`src/rtl/sha_pkg.sv`:
```
// ----------------------------------------------------------------------------
// SHA-256 package
// Shared types and constants of the stream hash: round constants, initial
// hash values, controller command and status structures.
// ----------------------------------------------------------------------------
package sha_pkg;

    localparam int unsigned WordW = 32;

    localparam logic [7:0] PadByte = 8'h80;
    localparam logic [5:0] LenPos  = 6'd56;

    typedef logic [WordW-1:0] word_t;

    localparam word_t InitH [8] = '{
        32'h6A09E667, 32'hBB67AE85, 32'h3C6EF372, 32'hA54FF53A,
        32'h510E527F, 32'h9B05688C, 32'h1F83D9AB, 32'h5BE0CD19};

    localparam word_t RoundK [64] = '{
        32'h428a2f98, 32'h71374491, 32'hb5c0fbcf, 32'he9b5dba5, 32'h3956c25b,
        32'h59f111f1, 32'h923f82a4, 32'hab1c5ed5, 32'hd807aa98, 32'h12835b01,
        32'h243185be, 32'h550c7dc3, 32'h72be5d74, 32'h80deb1fe, 32'h9bdc06a7,
        32'hc19bf174, 32'he49b69c1, 32'hefbe4786, 32'h0fc19dc6, 32'h240ca1cc,
        32'h2de92c6f, 32'h4a7484aa, 32'h5cb0a9dc, 32'h76f988da, 32'h983e5152,
        32'ha831c66d, 32'hb00327c8, 32'hbf597fc7, 32'hc6e00bf3, 32'hd5a79147,
        32'h06ca6351, 32'h14292967, 32'h27b70a85, 32'h2e1b2138, 32'h4d2c6dfc,
        32'h53380d13, 32'h650a7354, 32'h766a0abb, 32'h81c2c92e, 32'h92722c85,
        32'ha2bfe8a1, 32'ha81a664b, 32'hc24b8b70, 32'hc76c51a3, 32'hd192e819,
        32'hd6990624, 32'hf40e3585, 32'h106aa070, 32'h19a4c116, 32'h1e376c08,
        32'h2748774c, 32'h34b0bcb5, 32'h391c0cb3, 32'h4ed8aa4a, 32'h5b9cca4f,
        32'h682e6ff3, 32'h748f82ee, 32'h78a5636f, 32'h84c87814, 32'h8cc70208,
        32'h90befffa, 32'ha4506ceb, 32'hbef9a3f7, 32'hc67178f2};

    // byte source selection for the block buffer write
    typedef enum logic [1:0] {
        BSEL_DATA = 2'd0,
        BSEL_PAD  = 2'd1,
        BSEL_ZERO = 2'd2,
        BSEL_LEN  = 2'd3
    } byte_sel_t;

    typedef struct packed {
        logic      wr_byte;
        byte_sel_t byte_sel;
        logic      round_start;
        logic      round_step;
        logic      hash_update;
        logic      block_done;
        logic      latch_total;
        logic      msg_reset;
        logic      out_load;
        logic      out_advance;
    } dp_cmd_t;

    typedef struct packed {
        logic [5:0] fill;
        logic       round_last;
        logic       out_last;
    } dp_status_t;

endpackage

```
`src/rtl/sha_datapath.sv`:
```
// ----------------------------------------------------------------------------
// SHA-256 datapath
// Block buffer, message schedule, round unit, hash state, bit count and
// digest output register.
// ----------------------------------------------------------------------------
module sha_datapath (
    input  logic                aclk,
    input  logic                aresetn,
    input  sha_pkg::dp_cmd_t    cmd,
    input  logic [7:0]          data_byte,
    output sha_pkg::dp_status_t status,
    output logic [31:0]         digest_word,
    output logic [2:0]          word_index,
    output logic                last_word
);

    logic [7:0]          buf_reg [64];
    logic [5:0]          fill_reg, fill_next;
    logic [63:0]         bits_reg;
    logic [63:0]         total_reg;
    sha_pkg::word_t      h_reg [8];
    sha_pkg::word_t      v_reg [8];
    sha_pkg::word_t      w_reg [16];
    logic [5:0]          rnd_reg;
    logic [2:0]          oidx_reg;
    sha_pkg::word_t      oword_reg;
    logic [7:0]          wbyte;
    logic [2:0]          lenk;
    sha_pkg::word_t      wt, wnew, s0, s1, t1, t2, ch, mj, a, e;

    assign lenk = fill_reg[2:0];

    always_comb begin
        case (cmd.byte_sel)
            sha_pkg::BSEL_DATA: wbyte = data_byte;
            sha_pkg::BSEL_PAD:  wbyte = sha_pkg::PadByte;
            sha_pkg::BSEL_ZERO: wbyte = 8'h00;
            sha_pkg::BSEL_LEN:  wbyte = total_reg[8*(7-lenk) +: 8];
            default:            wbyte = 8'h00;
        endcase
    end

    always_comb begin
        fill_next = fill_reg;
        if (cmd.wr_byte) begin
            fill_next = fill_reg + 6'd1;
        end
        if (cmd.msg_reset) begin
            fill_next = '0;
        end
    end

    // shift bytes in at the end; a full block leaves the first byte at index 0
    always_ff @(posedge aclk) begin
        if (cmd.wr_byte) begin
            for (int i = 0; i < 63; i++) begin
                buf_reg[i] <= buf_reg[i+1];
            end
            buf_reg[63] <= wbyte;
        end
    end

    always_ff @(posedge aclk) begin
        if (!aresetn) begin
            fill_reg <= '0;
            bits_reg <= '0;
        end else begin
            fill_reg <= fill_next;
            if (cmd.msg_reset) begin
                bits_reg <= '0;
            end else if (cmd.block_done) begin
                bits_reg <= bits_reg + 64'd512;
            end
        end
    end

    always_ff @(posedge aclk) begin
        if (cmd.latch_total) begin
            total_reg <= bits_reg + {55'd0, fill_reg, 3'd0};
        end
    end

    // message schedule over a sliding window of 16 words
    assign s0   = {w_reg[1][6:0], w_reg[1][31:7]} ^ {w_reg[1][17:0], w_reg[1][31:18]}
                ^ (w_reg[1] >> 3);
    assign s1   = {w_reg[14][16:0], w_reg[14][31:17]}
                ^ {w_reg[14][18:0], w_reg[14][31:19]} ^ (w_reg[14] >> 10);
    assign wnew = s1 + w_reg[9] + s0 + w_reg[0];
    assign wt   = w_reg[0];

    assign a  = v_reg[0];
    assign e  = v_reg[4];
    assign ch = (e & v_reg[5]) ^ (~e & v_reg[6]);
    assign mj = (a & v_reg[1]) ^ (a & v_reg[2]) ^ (v_reg[1] & v_reg[2]);
    assign t1 = v_reg[7] + ({e[5:0], e[31:6]} ^ {e[10:0], e[31:11]} ^ {e[24:0], e[31:25]})
              + ch + sha_pkg::RoundK[rnd_reg] + wt;
    assign t2 = ({a[1:0], a[31:2]} ^ {a[12:0], a[31:13]} ^ {a[21:0], a[31:22]}) + mj;

    always_ff @(posedge aclk) begin
        if (cmd.round_start) begin
            rnd_reg <= '0;
            for (int i = 0; i < 8; i++) begin
                v_reg[i] <= h_reg[i];
            end
            for (int i = 0; i < 16; i++) begin
                w_reg[i] <= {buf_reg[4*i], buf_reg[4*i+1], buf_reg[4*i+2], buf_reg[4*i+3]};
            end
        end else if (cmd.round_step) begin
            rnd_reg  <= rnd_reg + 6'd1;
            v_reg[7] <= v_reg[6];
            v_reg[6] <= v_reg[5];
            v_reg[5] <= v_reg[4];
            v_reg[4] <= v_reg[3] + t1;
            v_reg[3] <= v_reg[2];
            v_reg[2] <= v_reg[1];
            v_reg[1] <= v_reg[0];
            v_reg[0] <= t1 + t2;
            for (int i = 0; i < 15; i++) begin
                w_reg[i] <= w_reg[i+1];
            end
            w_reg[15] <= wnew;
        end
    end

    always_ff @(posedge aclk) begin
        if (!aresetn) begin
            for (int i = 0; i < 8; i++) begin
                h_reg[i] <= sha_pkg::InitH[i];
            end
        end else if (cmd.msg_reset) begin
            for (int i = 0; i < 8; i++) begin
                h_reg[i] <= sha_pkg::InitH[i];
            end
        end else if (cmd.hash_update) begin
            for (int i = 0; i < 8; i++) begin
                h_reg[i] <= h_reg[i] + v_reg[i];
            end
        end
    end

    always_ff @(posedge aclk) begin
        if (cmd.out_load) begin
            oidx_reg  <= '0;
            oword_reg <= h_reg[0];
        end else if (cmd.out_advance) begin
            oidx_reg  <= oidx_reg + 3'd1;
            oword_reg <= h_reg[oidx_reg + 3'd1];
        end
    end

    assign digest_word       = oword_reg;
    assign word_index        = oidx_reg;
    assign last_word         = (oidx_reg == 3'd7);
    assign status.fill       = fill_reg;
    assign status.round_last = (rnd_reg == 6'd63);
    assign status.out_last   = (oidx_reg == 3'd7);

endmodule

```
`src/rtl/sha_ctrl.sv`:
```
// ----------------------------------------------------------------------------
// SHA-256 controller
// Sequences byte intake, compression rounds, padding and digest output.
// ----------------------------------------------------------------------------
module sha_ctrl (
    input  logic                aclk,
    input  logic                aresetn,
    input  logic                in_valid,
    output logic                in_ready,
    input  logic                has_byte,
    input  logic                end_of_message,
    output logic                out_valid,
    input  logic                out_ready,
    input  sha_pkg::dp_status_t status,
    output sha_pkg::dp_cmd_t    cmd
);

    typedef enum logic [8:0] {
        ST_IDLE  = 9'b000000001,
        ST_LOAD  = 9'b000000010,
        ST_ROUND = 9'b000000100,
        ST_ADD   = 9'b000001000,
        ST_PAD   = 9'b000010000,
        ST_ZERO  = 9'b000100000,
        ST_LEN   = 9'b001000000,
        ST_OUT   = 9'b010000000,
        ST_CLEAR = 9'b100000000
    } state_t;

    state_t state_reg, state_next;
    logic   fin_reg, fin_next;
    logic   lenblk_reg, lenblk_next;
    logic   pad_reg, pad_next;

    always_comb begin
        state_next  = state_reg;
        fin_next    = fin_reg;
        lenblk_next = lenblk_reg;
        pad_next    = pad_reg;
        cmd         = '0;
        in_ready    = 1'b0;
        out_valid   = 1'b0;
        case (state_reg)
            ST_IDLE: begin
                in_ready = 1'b1;
                if (in_valid) begin
                    cmd.byte_sel = sha_pkg::BSEL_DATA;
                    cmd.wr_byte  = has_byte;
                    fin_next     = end_of_message;
                    lenblk_next  = 1'b0;
                    pad_next     = 1'b0;
                    if (has_byte && status.fill == 6'd63) begin
                        state_next = ST_LOAD;
                    end else if (end_of_message) begin
                        state_next = ST_PAD;
                    end
                end
            end
            ST_PAD: begin
                cmd.latch_total = 1'b1;
                cmd.wr_byte     = 1'b1;
                cmd.byte_sel    = sha_pkg::BSEL_PAD;
                pad_next        = 1'b1;
                if (status.fill == 6'd63) begin
                    state_next = ST_LOAD;
                end else if (status.fill == sha_pkg::LenPos - 6'd1) begin
                    state_next = ST_LEN;
                end else begin
                    state_next = ST_ZERO;
                end
            end
            ST_ZERO: begin
                cmd.wr_byte  = 1'b1;
                cmd.byte_sel = sha_pkg::BSEL_ZERO;
                if (status.fill == 6'd63) begin
                    state_next = ST_LOAD;
                end else if (status.fill == sha_pkg::LenPos - 6'd1) begin
                    state_next = ST_LEN;
                end
            end
            ST_LEN: begin
                cmd.wr_byte  = 1'b1;
                cmd.byte_sel = sha_pkg::BSEL_LEN;
                if (status.fill == 6'd63) begin
                    lenblk_next = 1'b1;
                    state_next  = ST_LOAD;
                end
            end
            ST_LOAD: begin
                cmd.round_start = 1'b1;
                state_next      = ST_ROUND;
            end
            ST_ROUND: begin
                cmd.round_step = 1'b1;
                if (status.round_last) begin
                    state_next = ST_ADD;
                end
            end
            ST_ADD: begin
                cmd.hash_update = 1'b1;
                cmd.block_done  = !pad_reg;
                if (lenblk_reg) begin
                    state_next = ST_CLEAR;
                end else if (pad_reg) begin
                    state_next = ST_ZERO;
                end else if (fin_reg) begin
                    state_next = ST_PAD;
                end else begin
                    state_next = ST_IDLE;
                end
            end
            ST_CLEAR: begin
                cmd.out_load = 1'b1;
                state_next   = ST_OUT;
            end
            ST_OUT: begin
                out_valid = 1'b1;
                if (out_ready) begin
                    cmd.out_advance = 1'b1;
                    if (status.out_last) begin
                        cmd.msg_reset = 1'b1;
                        fin_next      = 1'b0;
                        state_next    = ST_IDLE;
                    end
                end
            end
            default: begin
                state_next = ST_IDLE;
            end
        endcase
    end

    always_ff @(posedge aclk) begin
        if (!aresetn) begin
            state_reg  <= ST_IDLE;
            fin_reg    <= 1'b0;
            lenblk_reg <= 1'b0;
            pad_reg    <= 1'b0;
        end else begin
            state_reg  <= state_next;
            fin_reg    <= fin_next;
            lenblk_reg <= lenblk_next;
            pad_reg    <= pad_next;
        end
    end

endmodule

```
`src/rtl/sha256_stream_hash_top.sv`:
```
// ----------------------------------------------------------------------------
// SHA-256 stream hash
// Bytes arrive one per transfer; on the end mark the digest leaves as eight
// word transfers, most significant first. The 64th byte of a block starts
// the one-round-per-cycle compression unit. The end mark writes padding and
// length bytes up to the end of the last block, compresses each padded block
// (one or two) and loads the output register before the output transfers.
// Input is held off during compression, padding and output.
// ----------------------------------------------------------------------------
module sha256_stream_hash_top (
    input  logic        aclk,
    input  logic        aresetn,
    input  logic        s_tvalid,
    output logic        s_tready,
    input  logic [7:0]  s_tdata,   // [7:0] data_byte
    input  logic        s_tuser,   // has_byte
    input  logic        s_tlast,   // end_of_message
    output logic        m_tvalid,
    input  logic        m_tready,
    output logic [39:0] m_tdata,   // [31:0] digest_word, [34:32] word_index
    output logic        m_tlast    // last_word
);

    sha_pkg::dp_cmd_t    cmd;
    sha_pkg::dp_status_t status;
    logic [31:0]         digest_word;
    logic [2:0]          word_index;

    sha_ctrl u_ctrl (
        .aclk           (aclk),
        .aresetn        (aresetn),
        .in_valid       (s_tvalid),
        .in_ready       (s_tready),
        .has_byte       (s_tuser),
        .end_of_message (s_tlast),
        .out_valid      (m_tvalid),
        .out_ready      (m_tready),
        .status         (status),
        .cmd            (cmd)
    );

    sha_datapath u_dp (
        .aclk        (aclk),
        .aresetn     (aresetn),
        .cmd         (cmd),
        .data_byte   (s_tdata),
        .status      (status),
        .digest_word (digest_word),
        .word_index  (word_index),
        .last_word   (m_tlast)
    );

    assign m_tdata = {5'd0, word_index, digest_word};

endmodule
```
`config.mk`:
```
export PLATFORM = sky130hd
export DESIGN_NAME = sha256_stream_hash_top
export DESIGN_NICKNAME = d
export VERILOG_FILES = /design/src/rtl/sha_pkg.sv /design/src/rtl/sha_datapath.sv /design/src/rtl/sha_ctrl.sv /design/src/rtl/sha256_stream_hash_top.sv
export SDC_FILE = /design/constraint.sdc
export NUM_CORES = 2
export LEC_CHECK = 0
export ABC_AREA = 1
export CAP_MARGIN = 20
export CELL_PAD_IN_SITES_DETAIL_PLACEMENT = 1
export CELL_PAD_IN_SITES_GLOBAL_PLACEMENT = 2
export CORE_MARGIN = 3
export CORE_UTILIZATION = 46
export CTS_BUF_LIST = sky130_fd_sc_hd__clkbuf_4
export DETAILED_ROUTE_END_ITERATION = 12
export DONT_BUFFER_PORTS = 1
export PLACE_DENSITY = 0.9
export REMOVE_ABC_BUFFERS = 1
export SYNTH_ARGS = -nofsm -noshare
export SYNTH_HDL_FRONTEND = slang
export SYNTH_SLANG_ARGS = --single-unit
export TNS_END_PERCENT = 30
```
`constraint.sdc`:
```
create_clock -name aclk -period 44.9 [get_ports aclk]
set_input_delay 2.245 -clock aclk [delete_from_list [all_inputs] [get_ports aclk]]
set_output_delay 2.245 -clock aclk [all_outputs]
set_load 0.02 [all_outputs]
```
# Word-level counts from Yosys, hierarchy flattened
# Memories as Yosys holds them, arrays and structs flattened.
# Index checks and enable logic that the tools add are counted.
# W data, S select, Z words.
[word_totals]
register_bits = 187
ram_bits = 1536
mem_bits_ro = 2048
in_bits = 14
out_inout_bits = 43
elab_cells = 232
n_memories = 5
[classes]
addsub = 24
order_cmp = 1
n_eq_ne = 23
shift = 1
mux = 97
bitwise = 59
n_reduce_logical = 12
[mem_list]
columns = ["name", "depth", "width", "rd", "rd_clocked_by_memory_dff", "wr", "line_no", "source"]
rows = [
  ["(name not given)", 64, 32, 1, 0, 0, "sha_datapath.sv:96", "+ ch + sha_pkg::RoundK[rnd_reg] + wt;"],
  ["u_dp.buf_reg", 64, 8, 64, 0, 64, "sha_datapath.sv:17", "logic [7:0] buf_reg [64];"],
  ["u_dp.w_reg", 16, 32, 16, 0, 16, "sha_datapath.sv:23", "sha_pkg::word_t w_reg [16];"],
  ["u_dp.h_reg", 8, 32, 9, 0, 8, "sha_datapath.sv:21", "sha_pkg::word_t h_reg [8];"],
  ["u_dp.v_reg", 8, 32, 8, 0, 8, "sha_datapath.sv:22", "sha_pkg::word_t v_reg [8];"],
]
[op_table]
columns = ["operator", "count"]
rows = [
  ["$mux W32", 44],
  ["$add A32 B32 Y32", 18],
  ["$xor A32 B32 Y32", 9],
  ["$and A32 B32 Y32", 5],
  ["$mux W9", 10],
  ["$pmux W9 S9", 1],
  ["$add A64 B10 Y64 const B", 1],
  ["$add A64 B9 Y64", 1],
  ["$shiftx A64 B33 Y8", 1],
  ["$or A1 B1 Y1", 40],
  ["$not A32 Y32", 1],
  ["$pmux W8 S4", 1],
  ["$xor A32 B22 Y32", 1],
  ["$xor A32 B29 Y32", 1],
  ["$mux W1", 31],
  ["$eq A6 B6 Y1 const B", 3],
  ["$mux W7", 2],
  ["$add A6 B1 Y6 const B", 2],
  ["$pmux W3 S4", 1],
  ["$eq A9 B1 Y1 const B", 1],
  ["$eq A9 B2 Y1 const B", 1],
  ["$eq A9 B3 Y1 const B", 1],
  ["$eq A9 B4 Y1 const B", 1],
  ["$eq A9 B5 Y1 const B", 1],
  ["other kinds (30)", 39],
]

# Logic depth before layout (Yosys ltp)
[depth]
word_depth = 9
depth_mapped = 44

# Cells and area by module
# Synthesis repeated with hierarchy kept, for this count alone.
[hier_totals]
hier_cells = 11024
area_unflattened_um2 = 99157.6
[modules_own_cells]
columns = ["mod", "instances", "cells_per_inst", "area_each_um2", "seq_area_each_um2"]
rows = [
  ["sha_datapath", 1, 10846, 98006.5, 49998.0],
  ["sha_ctrl", 1, 172, 1109.8, 240.2],
  ["sha256_stream_hash_top", 1, 6, 41.3, 0.0],
]

# Least setup slack after synthesis
# No wires, ideal clock.
[synth_timing]
path_type = "register to register"
from = "register u_ctrl.state_reg[1]"
to = "register u_dp.rnd_reg[2]"
setup_time_ps = 768
arrival_time_ps = 16148
required_time_ps = 44132
setup_slack_ps = 27983
path_stages_with_launch = 8
path_cell_list = "dfxtp_1 > inv_1 > nor4_1 > inv_1 > nor2_1 > nor2_1 > inv_1 > o21ai_0"
[synth_between]
elab_chain_cells = 2
elab_cells_between_ends = 4
[synth_lines]
columns = ["element", "line_no", "source"]
rows = [
  ["start, declared", "sha_ctrl.sv:30", "state_t state_reg, state_next;"],
  ["start signal, assigned", "sha_ctrl.sv:140", "state_reg <= state_next;"],
  ["$eq A9 B3 Y1 or $eq A9 B2 Y1 (tied branches)", "sha_ctrl.sv:43", "case (state_reg)"],
  ["$mux W1", "sha_ctrl.sv:43", ""],
  ["end signal, assigned", "sha_datapath.sv:109", "rnd_reg <= rnd_reg + 6'd1;"],
  ["end, declared", "sha_datapath.sv:24", "logic [5:0] rnd_reg;"],
]
# Several ways; a longest one is shown, not always the timed one.
# A chain may end at the register's enable or synchronous reset.

==> qor.yml <==
worst_path_most_repeated_cell: "nand2_1"
maxCapViolCount: 0
gp_congestion: 0.998
ys_types: 68
grt_usage: 0.355
cts.sinks: 1711
max_freq_ghz: 0.102
yosysWarnings: 0
synth_seq_cells: 1711
finalWirelength_um: 396000
grt_pass1_vias: 85947
cp-end-kind: "register"
setup_tns_ns: 0
synthCells: 10907
crit_fanout: 17
firstDrtPassIters: 6
io-pin-count: 57
clock_latency_ns: 1.46
synth_ff_type: "edfxtp_1"
wire_per_inst_um: 27.7
die_y_um: 469
dp_hpwl_um: 296000
grt_max_degree: 175
maxSlewViolCount: 0
cts_tree: "yes"
timing.slew.headroom: 0.159
outcome: "finished, final reports clean"
post-route-period-util: 0.219
yosysMostFrequentCell: "nand2_1"
synth-edff-count: 1597
n_fill_cell: 24708
min_period_ns: 9.81
placement.io_buffers: 0
cts_resized: 0
htreeDepth: 5
coreArea_um2: 213000
synth.area.top_cells: "edfxtp_1 49%, nand2_1 13%, ha_1 5.0%"
syn_avg_cell_area_um2: 9.04
initial_core_util: 0.464
final_cell_count_no_fill: 14287
setup_viol: 0
finalHoldViolations: 0
remaining_drc_errors: 0
finalNetCount: 11721
globalRouteOverflowTotal: 0
multiInputGateArea_um2: 43100
critPathKind: "reg2reg"
worst_pin_slew_ns: 1.26
drive_above_1_share: 0.0794
antenna_found_initial: 20
cts_setup_buffers: 0
cp.required_ns: 45.99
synth_common_cells: "3298 x nand2_1, 1597 x edfxtp_1, 1017 x inv_1"
viasPerCell: 5.88
vias: 83972
rsz0062_at_grt: "no"
worst_path_largest_cell_delay_ns: 0.79
seq_area_um2: 50200
cp_data_arrival_time_ns: 10.90
yosysTopAreaCell: "edfxtp_1"
slowest_stage: "dfxtp_1"
cts_root_buffer: "clkbuf_4"
yosys.area.top_type_share: 0.486
clock_path_buffers: 4
drt_iter0_drc: 8454
grt_first_pass_wirelength_um: 576000
cts_hold_buf: 0
async_reset_ff_frac: 0
path_clk_slew_ns: 0.07
die_w_um: 469
die_area_um2: 220000
antenna_left: 0
fin_ws_ns: 35.09
dp.cells: 13453
finClkSkew_ns: 0.152
cp-start-kind: "register"
area_growth_pct: 8.72
pre_cts_ws_ns: 35.41
seq_area_frac_synth: 0.510
rows: 169
min_path_type: "reg2reg"
cts_made_buffers: 472
syn_area_um2: 98600
[critical path, delay by kind of cell, from the launching register on]
kind	cells	cell delay (ns)
xor gates and xnor gates	1	0.75
adders and majority gates	7	3.46
and+or+nand+nor	13	1.72
DFF	1	0.79
AOI/OAI and AO/OA	8	1.78
buffers and inverters	6	1.01
[final cells by class]
type / instances / area share
sequential: 1711 / 0.469
tap: 2821 / 0.0329
timing repair buffer: 97 / 0.00744
clock inverter: 158 / 0.00679
inverter: 1032 / 0.0364
clock buffer: 651 / 0.0456
multi-input combinational: 7801 / 0.402
antenna: 16 / 0.000374
[routing by layer]
| metal | part of all wire | up-vias | routed length [µm] | GRT usage |
|---|---|---|---|---|
| met1 | 0.43 | 42113 | 170000 | 0.490 |
| met4 | 0.044 | 6 | 17500 | 0.143 |
| li1 | - | 37655 | - | - |
| met5 | 0.000096 | - | 38 | 0 |
| met3 | 0.079 | 776 | 31400 | 0.0688 |
| met2 | 0.45 | 3422 | 178000 | 0.551 |
[path summary, 6_finish.rpt]
kind                                                 endpoint                           from  slack, ns  depth (start not counted)
worst max register to register    u_dp.v_reg[0][31]$_DFFE_PP_   u_dp.rnd_reg[0]$_SDFFE_PP0P_      35.09                         35
worst min-delay path            u_dp.buf_reg[0][60]$_DFFE_PP_  u_dp.buf_reg[0][68]$_DFFE_PP_       0.38                          0
worst max-delay path              u_dp.v_reg[0][31]$_DFFE_PP_   u_dp.rnd_reg[0]$_SDFFE_PP0P_      35.09                         35
worst min register to register  u_dp.buf_reg[0][60]$_DFFE_PP_  u_dp.buf_reg[0][68]$_DFFE_PP_       0.38                          0
[cell usage in the layout (no fill, tap or decap), drive strengths merged, types with 43 or more instances in the layout]
cell type  count
a21oi        709
dfxtp        114
xnor2        152
nor2         768
o21ai        798
o211ai        68
edfxtp      1597
o21bai        43
inv         1034
clkinv       149
clkbuf       651
o21a          67
fa           195
nand2       3306
o221ai        46
a21o          49
nand4        119
nand3        460
or2           58
xor2         190
nor3         102
ha           397
buf           97
[stage by stage]
step / hold slack [ns] / util / cell area, µm²
finish: 0.380 / 0.504 / 107000
global route: 0.376 / 0.504 / 107000
CTS: 0.389 / 0.504 / 107000
detailed placement: 0.434 / 0.477 / 101000
global placement: 0.428 / 0.477 / 101000
floorplan: 0.427 / - / 97100
[logic make-up after synthesis]
kind of cell / count (synthesis) / share of synthesized area
buf+inv: 1399 / 0.0545
compound gates: 1971 / 0.113
other cells: 1 / 0.0000380
simple gates: 4875 / 0.201
fa+ha+maj: 608 / 0.0916
xor+xnor: 342 / 0.0304
flops: 1711 / 0.510
Power is not shown: default switching activity piles up to over one toggle a cycle in this logic, so the estimate is an artifact.
